<file path="src/a2i_pkg.sv">
// Shared constants, types and helper functions for the ASCII to int64 parser.
package a2i_pkg;

   // Position counter width and its saturation value
   localparam int OFFSET_BITS = 16;
   localparam logic [OFFSET_BITS-1:0] OFFSET_MAX = '1;

   // Output field widths
   localparam int CH_BITS     = 8;
   localparam int VALUE_BITS  = 64;
   localparam int STATUS_BITS = 2;
   localparam int OUT_OFF_BITS = 16;
   localparam int BASE_BITS   = 6;

   // Configuration port
   localparam int CSR_ADDR_BITS = 2;
   localparam int CSR_DATA_BITS = 32;

   // Register addresses
   localparam logic [CSR_ADDR_BITS-1:0] REG_RADIX = 2'd0;

   // Digit value for a character that is no digit at all
   localparam logic [7:0] NO_DIGIT = 8'd255;

   // Bases handled specially
   localparam logic [BASE_BITS-1:0] BASE_AUTO = 6'd0;
   localparam logic [BASE_BITS-1:0] BASE_MIN  = 6'd2;
   localparam logic [BASE_BITS-1:0] BASE_OCT  = 6'd8;
   localparam logic [BASE_BITS-1:0] BASE_DEC  = 6'd10;
   localparam logic [BASE_BITS-1:0] BASE_HEX  = 6'd16;
   localparam logic [BASE_BITS-1:0] BASE_MAX  = 6'd36;

   // Characters of interest
   localparam logic [7:0] CH_NUL   = 8'h00;
   localparam logic [7:0] CH_SPACE = 8'h20;
   localparam logic [7:0] CH_TAB   = 8'h09;
   localparam logic [7:0] CH_CR    = 8'h0D;
   localparam logic [7:0] CH_PLUS  = 8'h2B;
   localparam logic [7:0] CH_MINUS = 8'h2D;
   localparam logic [7:0] CH_ZERO  = 8'h30;
   localparam logic [7:0] CH_NINE  = 8'h39;
   localparam logic [7:0] CH_UA    = 8'h41;
   localparam logic [7:0] CH_UZ    = 8'h5A;
   localparam logic [7:0] CH_LA    = 8'h61;
   localparam logic [7:0] CH_LZ    = 8'h7A;
   localparam logic [7:0] CH_UX    = 8'h58;
   localparam logic [7:0] CH_LX    = 8'h78;

   // Result status codes
   typedef enum logic [STATUS_BITS-1:0] {
      ST_OK        = 2'd0,
      ST_NO_DIGITS = 2'd1,
      ST_RANGE     = 2'd2,
      ST_BAD_BASE  = 2'd3
   } status_type;

   // Parse phase, one-hot
   typedef enum logic [7:0] {
      PH_IDLE      = 8'b0000_0001,
      PH_LEAD      = 8'b0000_0010,
      PH_SIGNED    = 8'b0000_0100,
      PH_ZERO      = 8'b0000_1000,
      PH_PREFIX    = 8'b0001_0000,
      PH_DIGITS    = 8'b0010_0000,
      PH_HOLD_OK   = 8'b0100_0000,
      PH_HOLD_NONE = 8'b1000_0000
   } phase_type;

   // Saturation limits of the magnitude
   localparam logic [VALUE_BITS-1:0] POS_LIMIT = 64'h7FFF_FFFF_FFFF_FFFF;
   localparam logic [VALUE_BITS-1:0] NEG_LIMIT = 64'h8000_0000_0000_0000;

   // Digit value of a character, NO_DIGIT if not alphanumeric
   function automatic logic [7:0] digit_of(input logic [7:0] c);
      logic [7:0] d;
      d = NO_DIGIT;
      if (c >= CH_ZERO && c <= CH_NINE) begin
         d = c - CH_ZERO;
      end else if (c >= CH_UA && c <= CH_UZ) begin
         d = c - CH_UA + 8'd10;
      end else if (c >= CH_LA && c <= CH_LZ) begin
         d = c - CH_LA + 8'd10;
      end
      return d;
   endfunction

   // White space: blank, or tab through carriage return
   function automatic logic is_space(input logic [7:0] c);
      return (c == CH_SPACE) || (c >= CH_TAB && c <= CH_CR);
   endfunction

   // Base is automatic or 2..36
   function automatic logic base_ok(input logic [BASE_BITS-1:0] b);
      return (b == BASE_AUTO) || (b >= BASE_MIN && b <= BASE_MAX);
   endfunction

   // Saturating position increment
   function automatic logic [OFFSET_BITS-1:0] bump(input logic [OFFSET_BITS-1:0] p);
      return (p == OFFSET_MAX) ? p : p + 1'b1;
   endfunction

endpackage

</file>
<file path="src/ascii_to_int64_parser.sv">
// ASCII string to signed 64-bit integer parser, one character per cycle unless the NUL
// of a string waits while an earlier result is still held by rsp_tready. A result is
// registered in the result register after its terminating NUL has passed the input
// register; the per-character multiply-add by the base lies between the two registers.
// Reset: synchronous; parser goes idle, radix returns to 10, no result is pending.
module ascii_to_int64_parser (
   input  logic                                 clock,
   input  logic                                 reset,
   // Input items
   input  logic                                 req_tvalid,
   output logic                                 req_tready,
   input  logic [a2i_pkg::CH_BITS-1:0]          req_tdata,   // [7:0] ch
   input  logic                                 req_tuser,   // [0] first
   // Result items
   output logic                                 rsp_tvalid,
   input  logic                                 rsp_tready,
   output logic [79:0]                          rsp_tdata,   // [63:0] value, [79:64] end_offset
   output logic [a2i_pkg::STATUS_BITS-1:0]      rsp_tuser,   // [1:0] status
   // Configuration port
   input  logic                                 csr_psel,
   input  logic                                 csr_penable,
   input  logic                                 csr_pwrite,
   input  logic [a2i_pkg::CSR_ADDR_BITS-1:0]    csr_paddr,
   input  logic [a2i_pkg::CSR_DATA_BITS-1:0]    csr_pwdata,
   output logic [a2i_pkg::CSR_DATA_BITS-1:0]    csr_prdata,
   output logic                                 csr_pready
);
   import a2i_pkg::*;

   // Configuration register
   logic [BASE_BITS-1:0] radix_ff, radix_in;
   logic                 csr_write;

   // Input register
   logic               in_valid_ff, in_valid_in;
   logic [CH_BITS-1:0] in_ch_ff, in_ch_in;
   logic               in_first_ff, in_first_in;

   // Parse state
   phase_type              phase_ff, phase_in;
   logic                   neg_ff, neg_in;
   logic [VALUE_BITS-1:0]  mag_ff, mag_in;
   logic                   ovf_ff, ovf_in;
   logic [BASE_BITS-1:0]   base_ff, base_in;
   logic [OFFSET_BITS-1:0] pos_ff, pos_in;
   logic [OFFSET_BITS-1:0] dstart_ff, dstart_in;

   // Result register
   logic                    rsp_valid_ff, rsp_valid_in;
   logic [VALUE_BITS-1:0]   rsp_value_ff, rsp_value_in;
   status_type              rsp_status_ff, rsp_status_in;
   logic [OUT_OFF_BITS-1:0] rsp_off_ff, rsp_off_in;

   // Step control
   logic advance;
   logic produce;
   logic load_rsp;

   // Combinational results of one character
   phase_type              nx_phase;
   logic                   nx_neg;
   logic [VALUE_BITS-1:0]  nx_mag;
   logic                   nx_ovf;
   logic [BASE_BITS-1:0]   nx_base;
   logic [OFFSET_BITS-1:0] nx_pos;
   logic [OFFSET_BITS-1:0] nx_dstart;
   logic [VALUE_BITS-1:0]  res_value;
   status_type             res_status;
   logic [OUT_OFF_BITS-1:0] res_off;
   logic                   open_string;

   // ---------------- configuration port ----------------
   assign csr_pready = 1'b1;
   assign csr_write  = csr_psel & csr_penable & csr_pwrite & csr_pready &
                       (csr_paddr == REG_RADIX);
   assign radix_in   = csr_write ? csr_pwdata[BASE_BITS-1:0] : radix_ff;
   assign csr_prdata = {{(CSR_DATA_BITS-BASE_BITS){1'b0}}, radix_ff};

   // ---------------- handshake ----------------
   // An item that gives no result never waits for the result side.
   assign produce    = open_string && (in_ch_ff == CH_NUL);
   assign advance    = in_valid_ff && (!produce || !rsp_valid_ff || rsp_tready);
   assign load_rsp   = advance && produce;
   assign req_tready = !in_valid_ff || advance;

   assign in_valid_in = req_tready ? req_tvalid : in_valid_ff;
   assign in_ch_in    = (req_tready && req_tvalid) ? req_tdata : in_ch_ff;
   assign in_first_in = (req_tready && req_tvalid) ? req_tuser : in_first_ff;

   // ---------------- one character of parsing ----------------
   always_comb begin
      phase_type              ph;
      logic                   neg;
      logic [VALUE_BITS-1:0]  mag;
      logic                   ovf;
      logic [BASE_BITS-1:0]   base;
      logic [OFFSET_BITS-1:0] pos;
      logic [OFFSET_BITS-1:0] dstart;
      logic                   done;
      logic                   take;
      logic                   from_prefix;
      phase_type              stop_ph;
      logic [7:0]             dig;
      logic [VALUE_BITS+BASE_BITS-1:0] prod;
      logic                   vbase;
      logic [32:0]            pos_wide;
      logic [VALUE_BITS-1:0]  limit;
      logic [VALUE_BITS-1:0]  mag_pre;
      logic                   ovf_pre;

      ph     = phase_ff;
      neg    = neg_ff;
      mag    = mag_ff;
      ovf    = ovf_ff;
      base   = base_ff;
      pos    = pos_ff;
      dstart = dstart_ff;
      done   = 1'b0;
      take   = 1'b0;
      from_prefix = 1'b0;
      stop_ph = PH_HOLD_OK;
      prod   = '0;

      // First character restarts the parse with the current radix
      if (in_first_ff) begin
         ph     = PH_LEAD;
         neg    = 1'b0;
         mag    = '0;
         ovf    = 1'b0;
         base   = radix_ff;
         pos    = '0;
         dstart = '0;
      end

      open_string = (ph != PH_IDLE);
      vbase       = base_ok(base);

      if (open_string && vbase && ph != PH_HOLD_OK && ph != PH_HOLD_NONE) begin
         // Leading blanks and sign
         if (ph == PH_LEAD) begin
            if (is_space(in_ch_ff)) begin
               pos  = bump(pos);
               done = 1'b1;
            end else if (in_ch_ff == CH_PLUS || in_ch_ff == CH_MINUS) begin
               neg  = (in_ch_ff == CH_MINUS);
               pos  = bump(pos);
               ph   = PH_SIGNED;
               done = 1'b1;
            end else begin
               ph = PH_SIGNED;
            end
         end
         // Leading zero may open a hex prefix
         if (!done && ph == PH_SIGNED) begin
            if (in_ch_ff == CH_ZERO && (base == BASE_AUTO || base == BASE_HEX)) begin
               pos = bump(pos);
               ph  = PH_ZERO;
            end else begin
               if (base == BASE_AUTO) begin
                  base = BASE_DEC;
               end
               take    = 1'b1;
               stop_ph = PH_HOLD_NONE;
            end
            done = 1'b1;
         end
         // After the zero: x/X or an octal/decimal digit
         if (!done && ph == PH_ZERO) begin
            if (in_ch_ff == CH_LX || in_ch_ff == CH_UX) begin
               dstart = pos;
               pos    = bump(pos);
               base   = BASE_HEX;
               ph     = PH_PREFIX;
               done   = 1'b1;
            end else begin
               if (base == BASE_AUTO) begin
                  base = BASE_OCT;
               end
               mag = '0;
               ph  = PH_DIGITS;
            end
         end
         if (!done && ph == PH_PREFIX) begin
            take        = 1'b1;
            from_prefix = 1'b1;
            done        = 1'b1;
         end
         if (!done && ph == PH_DIGITS) begin
            take = 1'b1;
         end
      end

      // A NUL is never a digit, so the result uses the magnitude from before the
      // digit step and stays off the multiplier path
      mag_pre = mag;
      ovf_pre = ovf;

      // Digit step: multiply-add with overflow on the widened product
      dig = digit_of(in_ch_ff);
      if (take) begin
         if (base < BASE_MIN || dig >= {2'b00, base}) begin
            ph = stop_ph;
            if (from_prefix) begin
               mag = '0;
               pos = dstart;
            end
         end else begin
            if (!ovf) begin
               prod = {{BASE_BITS{1'b0}}, mag} * {{VALUE_BITS{1'b0}}, base} +
                      {{(VALUE_BITS+BASE_BITS-8){1'b0}}, dig};
               if (prod[VALUE_BITS+BASE_BITS-1:VALUE_BITS] != '0) begin
                  ovf = 1'b1;
               end else begin
                  mag = prod[VALUE_BITS-1:0];
               end
            end
            pos = bump(pos);
            ph  = PH_DIGITS;
         end
      end

      // Result on the terminating NUL
      pos_wide   = 33'(pos);
      limit      = neg ? NEG_LIMIT : POS_LIMIT;
      res_value  = '0;
      res_status = ST_OK;
      res_off    = '0;
      if (!vbase) begin
         res_status = ST_BAD_BASE;
      end else if (ph == PH_HOLD_NONE) begin
         res_status = ST_NO_DIGITS;
      end else begin
         res_off = (pos_wide > 33'h0_FFFF) ? '1 : pos_wide[OUT_OFF_BITS-1:0];
         if (ovf_pre || mag_pre > limit) begin
            res_status = ST_RANGE;
            res_value  = limit;
         end else begin
            res_value = neg ? (VALUE_BITS'(0) - mag_pre) : mag_pre;
         end
      end
      if (open_string && in_ch_ff == CH_NUL) begin
         ph = PH_IDLE;
      end

      nx_phase  = ph;
      nx_neg    = neg;
      nx_mag    = mag;
      nx_ovf    = ovf;
      nx_base   = base;
      nx_pos    = pos;
      nx_dstart = dstart;
   end

   // State commits only when the item moves on
   assign phase_in  = advance ? nx_phase  : phase_ff;
   assign neg_in    = advance ? nx_neg    : neg_ff;
   assign mag_in    = advance ? nx_mag    : mag_ff;
   assign ovf_in    = advance ? nx_ovf    : ovf_ff;
   assign base_in   = advance ? nx_base   : base_ff;
   assign pos_in    = advance ? nx_pos    : pos_ff;
   assign dstart_in = advance ? nx_dstart : dstart_ff;

   // ---------------- result register ----------------
   assign rsp_valid_in  = load_rsp || (rsp_valid_ff && !rsp_tready);
   assign rsp_value_in  = load_rsp ? res_value  : rsp_value_ff;
   assign rsp_status_in = load_rsp ? res_status : rsp_status_ff;
   assign rsp_off_in    = load_rsp ? res_off    : rsp_off_ff;

   assign rsp_tvalid = rsp_valid_ff;
   assign rsp_tdata  = {rsp_off_ff, rsp_value_ff};
   assign rsp_tuser  = rsp_status_ff;

   // Control registers
   always_ff @(posedge clock) begin
      if (reset) begin
         radix_ff     <= BASE_DEC;
         in_valid_ff  <= 1'b0;
         rsp_valid_ff <= 1'b0;
         phase_ff     <= PH_IDLE;
         neg_ff       <= 1'b0;
         mag_ff       <= '0;
         ovf_ff       <= 1'b0;
         base_ff      <= '0;
         pos_ff       <= '0;
         dstart_ff    <= '0;
      end else begin
         radix_ff     <= radix_in;
         in_valid_ff  <= in_valid_in;
         rsp_valid_ff <= rsp_valid_in;
         phase_ff     <= phase_in;
         neg_ff       <= neg_in;
         mag_ff       <= mag_in;
         ovf_ff       <= ovf_in;
         base_ff      <= base_in;
         pos_ff       <= pos_in;
         dstart_ff    <= dstart_in;
      end
   end

   // Payload registers
   always_ff @(posedge clock) begin
      in_ch_ff      <= in_ch_in;
      in_first_ff   <= in_first_in;
      rsp_value_ff  <= rsp_value_in;
      rsp_status_ff <= rsp_status_in;
      rsp_off_ff    <= rsp_off_in;
   end

endmodule
</file>
<file path="config.mk">
export PLATFORM = sky130hd
export DESIGN_NAME = ascii_to_int64_parser
export DESIGN_NICKNAME = d
export VERILOG_FILES = /design/src/a2i_pkg.sv /design/src/ascii_to_int64_parser.sv
export SDC_FILE = /design/constraint.sdc
export NUM_CORES = 2
export LEC_CHECK = 0
export ABC_AREA = 1
export ABC_CLOCK_PERIOD_IN_PS = 10700
export BUFFER_PORTS_ARGS = -buffer_cell sky130_fd_sc_hd__buf_2
export CORE_MARGIN = 5
export CORE_UTILIZATION = 49
export DETAILED_ROUTE_END_ITERATION = 7
export HOLD_SLACK_MARGIN = 0.12
export PLACE_DENSITY = 0.78
export SETUP_SLACK_MARGIN = 0.05
export SKIP_LAST_GASP = 1
export SLEW_MARGIN = 20
export SYNTH_ARGS = -nofsm -noshare
export SYNTH_HDL_FRONTEND = slang
export SYNTH_SLANG_ARGS = --single-unit
</file>
<file path="constraint.sdc">
create_clock -name clock -period 10.7 [get_ports clock]
set_clock_uncertainty 0.2 [all_clocks]
set_input_delay 1.07 -clock clock [delete_from_list [all_inputs] [get_ports clock]]
set_output_delay 1.07 -clock clock [all_outputs]
set_load 0.01 [all_outputs]
</file>
After elaboration in Yosys (flattened, before gate mapping)
Index checks and enable logic that the tools add are counted.
{"block": "totals", "output_inout_bits": 117, "elab_cells": 201, "reg_bits": 211, "inputBits": 50}
{"block": "op_classes", "bitwise_logic": 4, "addsub": 11, "order_cmp": 13, "mux": 93, "n_eq_ne": 20, "n_reduce_logical": 43, "n_mul": 1}
{"operator": "$mux 64", "n": 12}
{"operator": "$mux 16", "n": 22}
{"operator": "$mux 8", "n": 19}
{"operator": "$add 70x8->70", "n": 1}
{"operator": "$mul 64x6->70", "n": 1}
{"operator": "$add 16x1->16 const B", "n": 4}
{"operator": "$eq 16x16->1 const B", "n": 4}
{"operator": "$gt 64x64->1", "n": 1}
{"operator": "$sub 1x64->64 const A", "n": 1}
{"operator": "$mux 6", "n": 10}
{"operator": "$eq 8x6->1 const B", "n": 5}
{"operator": "$mux 1", "n": 28}
{"operator": "$logic_and 1x1->1", "n": 18}
{"operator": "$add 8x4->8 const B", "n": 2}
{"operator": "$eq 8x7->1 const B", "n": 2}
{"operator": "$ge 8x7->1 const B", "n": 2}
{"operator": "$le 8x7->1 const B", "n": 2}
{"operator": "$sub 8x7->8 const B", "n": 2}
{"operator": "$logic_not 6->1", "n": 2}
{"operator": "$logic_or 1x1->1", "n": 11}
{"operator": "$eq 8x2->1 const B", "n": 1}
{"operator": "$eq 8x3->1 const B", "n": 1}
{"operator": "$eq 8x4->1 const B", "n": 1}
{"operator": "$eq 8x5->1 const B", "n": 1}
{"operator": "other kinds (22)", "n": 32}

Longest topological paths before layout
{"block": "depth", "depth_word": 27, "depth_mapped": 65, "ltp_nobuf": 61}

Worst setup path before layout
Ideal clock, no wire load.
{"block": "synth_timing", "path_kind": "register to register", "startpoint": "register in_ch_ff[5]", "endpoint": "register mag_ff[10]", "setup_slack_ns": 1.178, "arrival_ns": 9.190, "required_time_ns": 10.368, "synth_period_minus_slack_ns": 9.522, "n_path_buf": 6, "stages_incl_launch_ff": 64, "setup_ns": 0.132, "path_cell_list": "edfxtp_1 > inv_1 > ha_1 > inv_1 > nor2_1 > nand3_1 > nand3_1 > nand2_1 > inv_1 > nand2_1 > nand2_2 > inv_1 > nor2_2 > nand3_2 > clkinv_2 > nand2_2 > o21ai_2 > inv_2 > [... 28 more ...] > a31oi_1 > inv_1 > a31oi_1 > o21ai_0 > nand2_1 > nand2_1 > nand2_1 > nand2_1 > nand2_1 > nand3_1 > xnor2_1 > nand4_1 > nor2_1 > nand2_1 > buf_2 > buf_2 > o211ai_1 > a21oi_1"}
{"block": "synth_between", "elab_chain_cells": 23, "word_cells_on_any_way": 97, "classes_between": "add/sub (6); mul (1); order compare (10); eq/ne (10); mux (45); reduce/logical (25)"}
{"item": "start: declaration", "line_no": "ascii_to_int64_parser.sv:36", "text": "logic [CH_BITS-1:0] in_ch_ff, in_ch_in;"}
{"item": "start signal: assignment", "line_no": "ascii_to_int64_parser.sv:302", "text": "in_ch_ff <= in_ch_in;"}
{"item": "branches (longest 23 deep; another with $ge 8x4->1)"}
{"item": "end signal: assignment", "line_no": "ascii_to_int64_parser.sv:292", "text": "mag_ff <= mag_in;"}
{"item": "end: declaration", "line_no": "ascii_to_int64_parser.sv:42", "text": "logic [VALUE_BITS-1:0] mag_ff, mag_in;"}
Parallel ways; which one is timed is not known. The select of a mux whose other input is x is not followed.
A chain may end at the register's enable or synchronous reset.

Worst setup path in the final report
{"block": "layout_timing", "startpoint": "register in_ch_ff[0]", "endpoint": "register mag_ff[47]"}
Same word-level chain as after synthesis.

==> out/results.txt <==
Outcome - finished, final reports clean
CTS Hold Bufs - 0
Antenna viol nets, final - 0
Sink Count - 211
Routability congestion estimate - 0.956
Inserted Clock Buffers - 26
EDFF count, synth - 91
Clock slew at reported path FFs - 0.07 ns
Register area - 5130 sq um
Worst R2R Setup Slack - 0.72 ns
Layout cells sized above 1 - 10.5%
CP startpoint kind - register
Initial Util - 49.7%
Initial DRC count - 3298
Avg Cell Area, Syn - 7.05 sq um
CP arrival - 10.23 ns
DR vias - 29.5k
Number of global-route vias before repair - 27.6k
DP Wirelength - 72.9 mm
Worst min path class - reg -> reg
Core Area - 59200 sq um
Final Hold Fails - 0
Final period util - 93.3%
Clock share of power - 39.0%
Die width - 255 um
Largest net degree at the start of global routing - 87
Logic pwr share - 24.7%
Synth Flop Type - dfxtp_1
Rows - 89
Switching share of power - 35.9%
Async set or reset register ratio after synthesis - 0%
Max Slew Vio Count - 0
GRT overflow - 0
CTS Buffer Depth - 3
Fin util - 53.9%
Synth Register Bits - 211
# setup viols final - 0
Worst-path fanout max - 31
Die Y - 255 um
Fmax - 100 MHz
DRC viols - 0
Top cells by area, synth - fa_1, nand2_1, ha_1
CTS tree - built
Drt via density - 5.85
Overall Global Routing Usage - 28.4%
Sum of negative setup slack - 0 ns
Switching power total - 0.000857 W
Initial antenna violation count - 3
Root Buffer - clkbuf_16
Syn. warnings - 0
Yosys cell types - 67
Die ar. - 65000 sq um
Fillcell total - 5662
First-pass GRT wire length - 150 mm
Most frequent cell after synthesis - nand2_1
Most Frequent Cell on Critical Path - nand2_1
MaxCap Viol Count - 0
Layout area overhead - 8.47%
Commonest cells in the netlist - nand2_1, nor2_1, inv_1
Multi-input logic area - 21600 sq um
Mapped Cells - 4175
Clock Latency Late Sink - 0.58 ns
Fin nets - 4772
WL final - 94.6 mm
Seq/Total Area, Yosys - 17.5%
Post-layout min period - 9.98 ns
Wire per inst - 18.8 um
Worst path slowest cell - fa_1
Max-Slew Margin vs Limit - 22.5%
CP endpoint kind - register
CP required - 10.94 ns
First-pass DRT Iterations - 6
Flop pwr share - 36.3%
Critical path's largest stage delay - 0.52 ns
Pint - 0.00153 W
Worst Max-Slew Pin Slew - 1.16 ns
CTS HTree Levels - 1
# IOs - 167
Cell Area, Synth - 29400 sq um
WS Path Type - reg -> reg
Power Dens Cells - 74.9 nW/um^2
Yosys top cell area share - 17.3%
Worst IR Drop VDD - 0.114 mV
Port bufs - 113
Leakage - 16.4 nW
Area leader, netlist - fa_1
-- cell usage in the layout (no fill, tap or decap), types with 91 or more instances in the layout --
master | netlist | layout
o21ai_0 | 185 | 174
dfxtp_1 | 120 | 120
fa_1 | 254 | 254
ha_1 | 229 | 229
edfxtp_1 | 91 | 91
inv_1 | 482 | 477
a21oi_1 | 341 | 338
buf_2 | 31 | 112
nor2_1 | 670 | 666
nand3_1 | 210 | 208
nand2_1 | 767 | 759
-- critical path: cells and delay by family, from the launching register on --
family | cells | cell delay (ns)
and+or+nand+nor | 24 | 3.44
buffers and inverters | 14 | 2.09
xor gates and xnor gates | 1 | 0.12
DFF | 1 | 0.43
adders and majority gates | 6 | 2.33
AOI/OAI and AO/OA | 6 | 1.23
-- sequential cells by signal, indices dropped and copies added, names as in the netlist --
register      count
phase_ff          8
rsp_off_ff       16
mag_ff           64
rsp_tuser         2
rsp_tvalid        1
ovf_ff            1
dstart_ff        16
in_valid_ff       1
in_first_ff       1
pos_ff           16
rsp_value_ff     64
neg_ff            1
base_ff           6
radix_ff          6
in_ch_ff          8
-- power groups by stage --
| stage | Combinational [W] | Sequential (W) | Clock [W] |
|---|---|---|---|
| after global routing | 0.000641 | 0.000869 | 0.000973 |
| after detailed placement | 0.000561 | 0.000885 | 0 |
| after global placement | 0.000555 | 0.000885 | 0 |
| after CTS | 0.000565 | 0.000868 | 0.000940 |
| final | 0.000591 | 0.000868 | 0.000932 |
| after floorplan | 0.000390 | 0.000881 | 0 |
-- layer usage --
| layer | track usage, % | part of all wire (%) | vias up |
|---|---|---|---|
| met3 | 5.43 | 12 | 221 |
| met4 | 9.32 | 3.8 | 0 |
| li1 | - | - | 13700 |
| met1 | 40.9 | 42 | 13800 |
| met2 | 43.4 | 43 | 1669 |
| met5 | 0 | 0 | - |
-- final timing paths --
| kind | to | from | cells after the start |
|---|---|---|---|
| worst max-delay path | mag_ff[47] | in_ch_ff[0] | 51 |
| worst min-delay path | mag_ff[55] | mag_ff[55] | 2 |
| worst max register to register | mag_ff[47] | in_ch_ff[0] | 51 |
| worst min register to register | mag_ff[55] | mag_ff[55] | 2 |
-- through the flow --
stage	setup WS, ns	instances	total power, W	instance area [sq um]	hold slack, ns
after floorplan	1.18	4200	0.00127	29500	0.245
after global placement	0.139	4978	0.00144	30800	0.253
after detailed placement	0.143	4978	0.00145	30800	0.256
after CTS	0.0838	5026	0.00237	31700	0.267
after global routing	-0.0421	5032	0.00248	31900	0.279
final	0.717	5033	0.00239	31900	0.266
-- layout make-up --
class                   count  share of cell area, %
clock buffers              32                   2.24
well taps                 773                   3.03
flip-flops and latches    211                   16.1
multi-input cells        3262                   67.7
inverters                 541                   6.41
diodes                      1                0.00784
clock inverters            16                  0.518
repair buffers            197                   3.97
-- kinds of logic after synthesis --
logic type               after synthesis  synth area share, %
AO/OA/AOI/OAI                        731                 13.9
AND/OR/NAND/NOR                     1918                 28.6
multiplexers                           1               0.0340
buffers and inverters                727                 9.96
flip-flops                           211                 17.5
adder cells (fa/ha/maj)              483                 27.0
other                                  2               0.0255
XOR/XNOR                             102                 3.09
-- repair_timing --
item / in CTS / in global routing
setup buffers: 0 / 6
setup endpoints to repair: 0 / 65
gates resized for setup: 0 / 46
(Power assumes the default switching activity.)
